$ cat config.mk
export PLATFORM = sky130hd
export DESIGN_NAME = bser_front
export DESIGN_NICKNAME = d
export VERILOG_FILES = /design/src/hdl/bser_pkg.sv /design/src/hdl/bser_front.sv
export SDC_FILE = /design/constraint.sdc
export NUM_CORES = 1
export LEC_CHECK = 0
export BUFFER_PORTS_ARGS = -buffer_cell sky130_fd_sc_hd__buf_2
export CORE_MARGIN = 5
export CORE_UTILIZATION = 44
export CTS_CLUSTER_DIAMETER = 50
export DETAILED_ROUTE_END_ITERATION = 10
export PLACE_DENSITY_LB_ADDON = 0.2
export SLEW_MARGIN = 20
export SYNTH_ARGS = -nofsm -noshare
export SYNTH_HDL_FRONTEND = slang
export SYNTH_SLANG_ARGS = --single-unit
$ cat constraint.sdc
create_clock -name clk -period 1.42 [get_ports clk]
set_input_delay 0.071 -clock clk [delete_from_list [all_inputs] [get_ports clk]]
set_output_delay 0.071 -clock clk [all_outputs]
set_load 0.01 [all_outputs]
$ cat src/hdl/bser_pkg.sv
// ---------------------------------------------------------------------------
// bser_pkg: shared types and constants for the BSER value skipper
// Word structs, parse phases and frame kinds used by front and back ends.
// ---------------------------------------------------------------------------
`default_nettype none
package bser_pkg;
  localparam int unsigned MAX_NEST_DEF = 16;
  localparam logic [4:0] MAX_DEPTH_RESET = 5'd16;

  typedef struct packed {
    logic [7:0] data_byte;
    logic       last_byte;
  } bser_in_t;

  typedef struct packed {
    logic [1:0]  status;
    logic [2:0]  error_code;
    logic [4:0]  nest_level;
    logic [63:0] int_value;
    logic        int_valid;
  } bser_out_t;

  typedef enum logic [2:0] {
    PH_MARKER, PH_INTMARK, PH_INTBYTES, PH_SKIP, PH_TARRAY, PH_DISCARD
  } phase_t;

  typedef enum logic [2:0] {
    PU_PLAIN, PU_STR, PU_ARR, PU_OBJ, PU_TKEY, PU_TOBJ
  } purpose_t;

  typedef enum logic [1:0] {K_ARR, K_OBJ, K_TKEYS, K_TVALS} kind_t;

  typedef enum logic [1:0] {
    ST_MORE = 2'd0, ST_DONE = 2'd1, ST_ERR = 2'd2, ST_DISC = 2'd3
  } status_t;

  typedef enum logic [2:0] {
    E_NONE = 3'd0, E_MARKER = 3'd1, E_INTMARK = 3'd2, E_NEG = 3'd3,
    E_DEEP = 3'd4, E_TRUNC = 3'd5, E_TMPL = 3'd6, E_OVF = 3'd7
  } err_t;

  localparam logic [7:0] M_ARRAY = 8'h00;
  localparam logic [7:0] M_OBJECT = 8'h01;
  localparam logic [7:0] M_STRING = 8'h02;
  localparam logic [7:0] M_INT8 = 8'h03;
  localparam logic [7:0] M_INT64 = 8'h06;
  localparam logic [7:0] M_REAL = 8'h07;
  localparam logic [7:0] M_TRUE = 8'h08;
  localparam logic [7:0] M_FALSE = 8'h09;
  localparam logic [7:0] M_NULL = 8'h0a;
  localparam logic [7:0] M_TEMPLATE = 8'h0b;
  localparam logic [7:0] M_SKIP = 8'h0c;
endpackage
`default_nettype wire

$ cat src/hdl/bser_front.sv
// ---------------------------------------------------------------------------
// bser_front: input word queue
// Two-entry queue that takes input words and hands them to the back end.
// ---------------------------------------------------------------------------
`default_nettype none
module bser_front (
  input  wire                 clk,
  input  wire                 rst_n,
  input  wire                 in_valid,
  output logic                in_ready,
  input  bser_pkg::bser_in_t  in_data,
  output logic                q_valid,
  input  wire                 q_ready,
  output bser_pkg::bser_in_t  q_data
);
  import bser_pkg::*;

  bser_in_t   mem_r [2];
  logic       wp_r, rp_r;
  logic [1:0] cnt_r;

  assign in_ready = (cnt_r != 2'd2);
  assign q_valid  = (cnt_r != 2'd0);
  assign q_data   = mem_r[rp_r];

  always_ff @(posedge clk) begin
    if (in_valid && in_ready) begin
      mem_r[wp_r] <= in_data;
    end
  end

  always_ff @(posedge clk) begin
    if (!rst_n) begin
      wp_r  <= 1'b0;
      rp_r  <= 1'b0;
      cnt_r <= 2'd0;
    end else begin
      if (in_valid && in_ready) wp_r <= ~wp_r;
      if (q_valid && q_ready) rp_r <= ~rp_r;
      cnt_r <= cnt_r + 2'(in_valid && in_ready) - 2'(q_valid && q_ready);
    end
  end
endmodule
`default_nettype wire

# Word-level counts from Yosys, hierarchy flattened
# Memory sizes are Yosys's and may differ from the RTL's. A register that Yosys moved wholly into a read port is not among the register bits.
# Cells that the tools add are included.
# Widths: inputs -> output; s select.
[totals]
word_cells = 16
out_inout_bits = 11
input_bits = 13
memories = 1
reg_bits = 4
ramBits = 18
[op_classes]
n_eq_ne = 1
add_sub_neg = 2
n_mux = 4
n_reduce_logical = 3
bitwise_logic = 2
[mem_list]
columns = ["name", "depth", "width", "read_ports", "rd_ports_with_merged_regs", "wr", "line_no", "rtl"]
rows = [
  ["mem_r", 2, 9, 1, 1, 1, "bser_front.sv:18", "bser_in_t mem_r [2];"],
]
[ops]
columns = ["operator", "n"]
rows = [
  ["$mux 1", 4],
  ["$add 2x1->2", 1],
  ["$logic_and 1x1->1", 2],
  ["$ne 2x2->1 const B", 1],
  ["$not 1->1", 2],
  ["$reduce_bool 2->1", 1],
  ["$sub 2x1->2", 1],
]

# Depth between registers and ports, before layout
# Gate-level depths: netlist of the first run.
[logic_depth]
depth_word = 4
depth_mapped = 8
mapped_depth_nobuf = 8

# Worst setup path before layout of the first run
# No wires, ideal clock.
[synth_timing]
path_kind = "flip-flop to flip-flop"
startpoint = "reg cnt_r[0]"
endpoint = "reg cnt_r[1]"
setup_slack_ns = -0.188
arrival_ns = 1.493
stages_incl_launch_ff = 9
setup_ns = 0.115
t_required_ns = 1.305
path_buffers = 0
synth_period_minus_slack_ns = 1.608
cell_sequence = "dfxtp_1 -> nand2b_1 -> nand2_1 -> ha_1 -> inv_1 -> ha_1 -> xnor2_1 -> xnor2_1 -> and2_1"
[synth_between]
elab_chain_cells = 4
word_cells_on_any_way = 6
cone_classes = "add/sub: 2; eq/ne: 1; reduce/logical: 3"
[synth_lines]
columns = ["element", "line_no", "rtl"]
rows = [
  ["start, declared", "bser_front.sv:20", "logic [1:0] cnt_r;"],
  ["start signal, assigned", "bser_front.sv:40", "cnt_r <= cnt_r + 2'(in_valid && in_ready) - 2'(q_valid && q_ready);"],
  ["$ne 2x2->1", "bser_front.sv:22", "assign in_ready = (cnt_r != 2'd2);"],
  ["named net in_ready", "bser_front.sv:10", "output logic in_ready,"],
  ["$logic_and 1x1->1", "bser_front.sv:40", ""],
  ["$add 2x1->2", "bser_front.sv:40", ""],
  ["$sub 2x1->2", "bser_front.sv:40", ""],
]
# The timed path passes the listed nets, and every way through them passes these cells.
# A chain may end at the register's enable or synchronous reset.

# Worst setup path in the final report of the first run
[layout_timing]
startpoint = "reg cnt_r[0]"
endpoint = "reg cnt_r[1]"
[layout_between]
elab_chain_cells = 4
word_cells_on_any_way = 6
cone_classes = "add/sub: 2; eq/ne: 1; reduce/logical: 3"
[layout_lines]
columns = ["element", "line_no"]
rows = [
  ["$ne 2x2->1", "bser_front.sv:22"],
  ["$logic_and 1x1->1", "bser_front.sv:40"],
  ["$add 2x1->2", "bser_front.sv:40"],
  ["$sub 2x1->2 *", "bser_front.sv:40"],
]
# Mark *: on every way between the ends. The rest lies on a longest branch, timed or not.

==> flow_summary.yaml, run 1 <==
worst_setup_path:
  cpPeakStageDelay_ns: 0.37
  ff2ff_path_depth: 7
  worst_path_required_ns: 1.62
  crit_path_top_delay_cell: "dfxtp_4"
  crit_fanout: 4
  critical_path_endpoint_category: "flip-flop"
  crit_path_start_kind: "flip-flop"
  path_depth: 7
  family_with_the_most_delay_on_the_worst_path: "adder cells"
  cp_data_arrival_time_ns: 1.69
  critical_path.cell_chain: "o21a_4, ha_4, inv_2, ha_4, xnor2_2, xnor2_1, and2_1"
  critPathMostFrequentCell: "ha_4"
  setup.worst_path.class: "reg2reg"
  worst-path-buf-inv: 1
final_layout:
  n_antenna_cell: 0
  final_layout_size_suffix_gt1_share_pct: 57.9
  filler_cell_count: 166
  final_net_count: 111
  area_growth_syn_to_layout_pct: 43.8
  seqCellArea_sq_um: 652
  layoutNonFillerInstCount: 122
  multi_input_area_sq_um: 287
logic_synthesis:
  synth-seq-cells: 23
  synthesis.area_sq_um: 882
  synth_sequential_area_ratio_pct: 72.6
  synth.lib_cells_used.distinct: 16
  synth.top_cells.by_area: "edfxtp_1 (61%), mux2_2 (11%), dfxtp_1 (11%), xnor2_1 (3.0%), ha_1 (2.8%)"
  postSynthAreaPerCell_sq_um: 17.0
  yosysWarningCount: 0
  yosysTopAreaCell: "edfxtp_1"
  synth.top_cell.area_share_pct: 61.3
  synth_fp_nets: 67
  synthesis.instances: 52
sta:
  worst_slack_ns: -0.0645
  max-slew-margin-rel_pct: 86.6
  finClkSkew_ns: 0.00260
  timing.final.hold_violations: 0
  post-route-period-util_pct: 105
  drv_slew: 0
  worst-slew-pin-transition_ns: 0.200
  max_freq_mhz: 674
  hold_slack_ns: 0.0599
  timing.final.crit_period_ns: 1.48
  finalSetupViolCount: 1
  grt_setup_unrepaired: "yes"
clock_network:
  postCtsSetupRepairBufs: 0
  cts.clk_slew.worst_paths_ns: 0.12
  cts_sinks: 23
  maximum_count_of_clock_buffers_along_a_single_path: 2
  tritoncts_clock_tree: "built"
  cts.root.buffer_cell: "clkbuf_4"
  cts_buffers: 3
  clock_tree.htree_level_count: 1
  clock_insertion_delay_worst_skew_ns: 0.30
floorplanning:
  io_pins: 24
  initial_utilization_pct: 45.4
  core_area_sq_mm: 0.00194
  die_area_sq_mm: 0.00300
  std_cell_rows: 16
  fp.dieW_um: 54.8
  dieHeight_um: 54.8
grt:
  grt_use_total_pct: 12.1
  grt_antenna_before_repair: 0
  grt_overflow: 0
  grt_pass1_vias: 602
  grt_pass1_wl_um: 2530
  grt_max_degree: 14
power_and_ir_drop:
  power_uw: 1960
  power.density_mw_per_mm2: 1550
  static_leakage_uw: 0.000503
  ir_drop_v: 0.000904
min_path:
  hold_path.class: "in2reg"
  cells_on_worst_hold_path: 2
status:
  outcome: "complete, but fails checks"
  failing_checks: "negative setup slack"
detailed_routing:
  first_pass_iters: 4
  via_count: 554
  drt-initial-drc-count: 14
  routed_vias_inst: 4.54
  antenna_nets_post_route: 0
  postRouteWirelength_um: 1510
  remaining_drc_errors: 0
  avgRoutedWirePerCell_um: 12.4
placement:
  numPlacedInstances: 109
  io_buffer_count: 23
  place_ws_ns: -0.0643
  routabilityCongestion: 0.646
flow_run:
  cap_viol_max_count: 0
## power breakdown
part	leakage (uW)	switching, uW	internal [uW]
clock network	0.0000177	181	105
logic	0.000274	297	426
registers	0.000211	81.5	875
## cell usage in the layout, fill, tap and decap left out, drive strengths merged
| cell | Yosys | final |
|---|---|---|
| nand2b | 2 | 2 |
| and2 | 2 | 2 |
| edfxtp | 18 | 18 |
| nor2 | 1 | 1 |
| dlygate4sd3 | 0 | 9 |
| and3 | 1 | 1 |
| dfxtp | 5 | 5 |
| xnor2 | 3 | 3 |
| clkinv | 0 | 1 |
| clkbuf | 0 | 3 |
| ha | 2 | 2 |
| o21a | 1 | 1 |
| nand2 | 2 | 2 |
| mux2 | 9 | 9 |
| or2 | 1 | 1 |
| mux2i | 1 | 1 |
| buf | 1 | 31 |
| inv | 1 | 1 |
| nor2b | 2 | 2 |
## cell usage after synthesis
cell type,instances
buf_2,1
mux2_2,9
xnor2_1,3
mux2i_1,1
and2_1,2
o21a_2,1
edfxtp_1,18
nand2b_1,2
dfxtp_1,5
nor2_1,1
or2_2,1
nor2b_1,2
ha_1,2
nand2_1,2
and3_1,1
inv_1,1
## metal layers
layer  global-route usage, %  vias up  wire (um)
met5                       0        -          0
met4                    3.73        0          0
met3                    2.45        0         90
met2                    22.2       16        811
met1                    14.0      264        608
li1                        -      274          -
## state kept, by name, summed over array words and instances (netlist names), named ones only
| register | cells |
|---|---|
| cnt_r | 2 |
| rp_r | 1 |
| mem_r | 18 |
| wp_r | 1 |
## final timing paths
check	startpoint	to	slack (ns)
max	cnt_r[0]	cnt_r[1]	-0.06
min	rst_n	cnt_r[0]	0.06
max reg2reg	cnt_r[0]	cnt_r[1]	-0.06
min reg2reg	wp_r	wp_r	0.50
## cell type report
type	count	share of cell area, %
well taps	27	2.66
inverters	1	0.296
clock inverters	1	0.394
multi-input cells	27	22.6
flip-flops and latches	23	51.4
repair buffers	40	20.9
clock buffers	3	1.78
## stage by stage
step                      cell area, sq um  util, %  TNS (ns)
after floorplan                        943        -   -0.0526
after global placement                1150     59.1   -0.0420
after detailed placement              1150     59.1   -0.0643
after CTS                             1270     65.2   -0.0809
after global routing                  1270     65.3    -0.127
final                                 1270     65.3   -0.0645
## kinds of logic after synthesis
logic type / after synthesis / synth area share (%)
DFF: 23 / 72.6
buffers and inverters: 2 / 0.992
xor gates and xnor gates: 3 / 2.98
muxes: 10 / 12.6
and+or+nand+nor: 11 / 6.95
adders and majority gates: 2 / 2.84
AOI/OAI and AO/OA: 1 / 0.993
## repair_timing
| action | CTS | global route |
|---|---|---|
| endpoints found under the setup margin | 10 | 4 |
| endpoints found under the hold margin | 18 | 0 |
| pin swaps | 5 | 1 |
| gates resized for setup | 1 | 1 |
| hold buffers | 9 | 0 |
Note: power is estimated with default switching activity, not from simulation.
==> run 2: changes to the inputs <==
--- a/config.mk
+++ b/config.mk
@@ -5,9 +5,10 @@
 export SDC_FILE = /design/constraint.sdc
 export NUM_CORES = 1
 export LEC_CHECK = 0
+export ABC_AREA = 1
 export BUFFER_PORTS_ARGS = -buffer_cell sky130_fd_sc_hd__buf_2
 export CORE_MARGIN = 5
-export CORE_UTILIZATION = 44
+export CORE_UTILIZATION = 45
 export CTS_CLUSTER_DIAMETER = 50
 export DETAILED_ROUTE_END_ITERATION = 10
 export PLACE_DENSITY_LB_ADDON = 0.2
==> run 2 against run 1 <==
Against the previous run: the run now ends clean; worst setup slack improved by 0.075 ns; area after synthesis rose by 7.4%; global-route usage fell by 1.4 points; cell count rose by 11%; count of clock-buffer cells in the layout did not move; routed wire length rose by 2.1%; total power rose by 9.4%; via count rose by 8.1%; critical path type unchanged; largest power group unchanged.
==> flow_summary.yaml, run 2 <==
status:
  outcome: "finished clean"
flow_run:
  cap_viol_max_count: 0
sta:
  worst-slew-pin-transition_ns: 0.173
  post-route-period-util_pct: 99.2
  hold_slack_ns: 0.0741
  timing.final.crit_period_ns: 1.41
  max_freq_mhz: 710
  timing.final.hold_violations: 0
  finalSetupViolCount: 0
  grt_setup_unrepaired: "yes"
  finClkSkew_ns: 0.00125
  drv_slew: 0
  max-slew-margin-rel_pct: 88.5
worst_setup_path:
  critical_path_endpoint_category: "flip-flop"
  crit_fanout: 3
  cp_data_arrival_time_ns: 1.61
  regToRegStartpoint: "cnt_r[0]"
  crit_path_start_kind: "flip-flop"
  timing.critical_path.from: "cnt_r[0]"
  worst_path_required_ns: 1.63
  setup.worst_path.class: "reg2reg"
min_path:
  hp-start: "q_ready"
  hold_path.class: "in2reg"
logic_synthesis:
  yosysWarningCount: 0
  synth_ff_type: "edfxtp_1"
  synth.lib_cells_used.distinct: 14
  synth_sequential_area_ratio_pct: 67.6
  synth-seq-cells: 23
  ys_top_cells_by_count: "edfxtp_1 (18), mux2_4 (9), inv_1 (7), nand2_1 (7), nor2_1 (6)"
  synth.top_cells.by_area: "edfxtp_1 (57%), mux2_4 (14%), dfxtp_1 (11%), inv_1 (2.8%), nand2_1 (2.8%)"
  synth_fp_nets: 79
  synthesis.area_sq_um: 947
  synthesis.instances: 64
  yosys.cell_count.top_type: "edfxtp_1"
  postSynth.asyncResetShare_pct: 0
  synth.top_cell.area_share_pct: 57.1
  yosysTopAreaCell: "edfxtp_1"
  postSynthAreaPerCell_sq_um: 14.8
  synth-edff-count: 18
placement:
  dpl.hpwl_um: 991
  io_buffer_count: 23
  routabilityCongestion: 0.642
  numPlacedInstances: 117
grt:
  grt_use_total_pct: 10.7
  grt_pass1_wl_um: 2640
  grt_max_degree: 14
  grt_pass1_vias: 625
  grt_overflow: 0
  grt_antenna_before_repair: 0
final_layout:
  filler_cell_count: 147
  layoutNonFillerInstCount: 135
  final_net_count: 124
  mostFrequentLayoutCell: "buf_2"
  largest_register_ffs: 18
  finish.utilization_pct: 67.7
  area_growth_syn_to_layout_pct: 41.6
  largestRegisters: "mem_r: 18 flops, cnt_r: 2 flops"
  n_antenna_cell: 0
  max_flop_register: "mem_r"
  commonest_non_fill_non_tap_cells_in_the_layout: "buf_2 (23), edfxtp_1 (18), dlygate4sd3_1 (10), mux2_4 (9), buf_4 (7)"
  seqCellArea_sq_um: 648
  final_layout_size_suffix_gt1_share_pct: 56.5
  multi_input_area_sq_um: 324
detailed_routing:
  antenna_nets_post_route: 0
  postRouteWirelength_um: 1540
  routed_vias_inst: 4.44
  remaining_drc_errors: 0
  first_pass_iters: 4
  drt-initial-drc-count: 4
  avgRoutedWirePerCell_um: 11.4
  via_count: 599
floorplanning:
  initial_utilization_pct: 47.8
  core_area_sq_mm: 0.00198
  die_area_sq_mm: 0.00312
  fp.dieW_um: 55.9
  dieHeight_um: 55.9
  std_cell_rows: 16
  io_pins: 24
clock_network:
  clock_insertion_delay_worst_skew_ns: 0.30
  tritoncts_clock_tree: "built"
  cts_buffers: 3
  cts.root.buffer_cell: "clkbuf_4"
  cts.clk_slew.worst_paths_ns: 0.12
  clock_tree.htree_level_count: 1
  cts_sinks: 23
  maximum_count_of_clock_buffers_along_a_single_path: 2
power_and_ir_drop:
  static_leakage_uw: 0.000572
  ir_drop_v: 0.00121
  power.density_mw_per_mm2: 1600
==> run 2: changes by cell type after synthesis, moves of 3 or more <==
cell     change
inv_1        +6
mux2_2       -9
mux2_4       +9
nand2_1      +5
nor2_1       +5
xnor2_1      -3
==> run 2: worst max-delay path, stage by stage, from the launching register on <==
cell and delay, ns:
dfxtp_4 0.41, inv_4 0.05, nand2_4 0.06, nand2_4 0.06, ha_4 0.26, inv_2 0.04, ha_4 0.15, inv_2 0.04
nand2_2 0.05, a21oi_1 0.13, nor2_1 0.06
==> run 2: cells by family after synthesis <==
kind of cell	after synthesis	share of synthesized area [%]
adders and majority gates	2	2.64
muxes	9	14.3
buffers and inverters	8	3.96
DFF	23	67.6
AOI/OAI and AO/OA	2	1.06
and+or+nand+nor	20	10.4
==> run 2: final timing paths <==
| path | to | slack, ns | depth (start not counted) |
|---|---|---|---|
| worst max register to register | cnt_r[1] | 0.01 | 10 |
| worst max-delay path | cnt_r[1] | 0.01 | 10 |
| worst min register to register | rp_r | 0.53 | 2 |
| worst min-delay path | rp_r | 0.07 | 4 |
==> run 2: metrics by stage <==
step	TNS (ns)	setup WS (ns)	power [uW]	cell area, sq um
final	0	0.0110	2150	1340
after global routing	-0.0523	-0.0523	2290	1340
after CTS	0	0.00499	2040	1290
after floorplan	0	0.00437	1420	948
after global placement	0	0.0358	1610	1120
after detailed placement	-0.0219	-0.0219	1630	1120
==> run 2: routing by layer <==
layer | vias up | track usage (%) | wire length [um]
met5 | - | 0 | 0
met4 | 0 | 5.08 | 18
met3 | 2 | 3.02 | 117
met2 | 19 | 18.4 | 737
met1 | 272 | 12.2 | 667
li1 | 306 | - | -
==> run 2: layout make-up <==
type | instances | area share [%]
clock buffer | 3 | 1.68
clock inverter | 1 | 0.373
inverter | 7 | 2.15
multi-input combinational | 33 | 24.2
sequential | 23 | 48.3
tap | 27 | 2.52
timing repair buffer | 41 | 20.8
==> run 2: power by group <==
part / internal, uW / switching [uW] / leakage (uW)
registers: 878 / 88.9 / 0.000211
clock network: 105 / 184 / 0.0000177
logic: 473 / 419 / 0.000343
total: 1460 / 692 / 0.000572
==> run 2: what timing repair did <==
item | CTS | global route
hold endpoints to repair | 19 | 0
endpoints found under the setup margin | 1 | 1
pin swaps | 4 | 7
setup buffers | 3 | 1
gates resized for setup | 7 | 12
hold buffers | 10 | 0
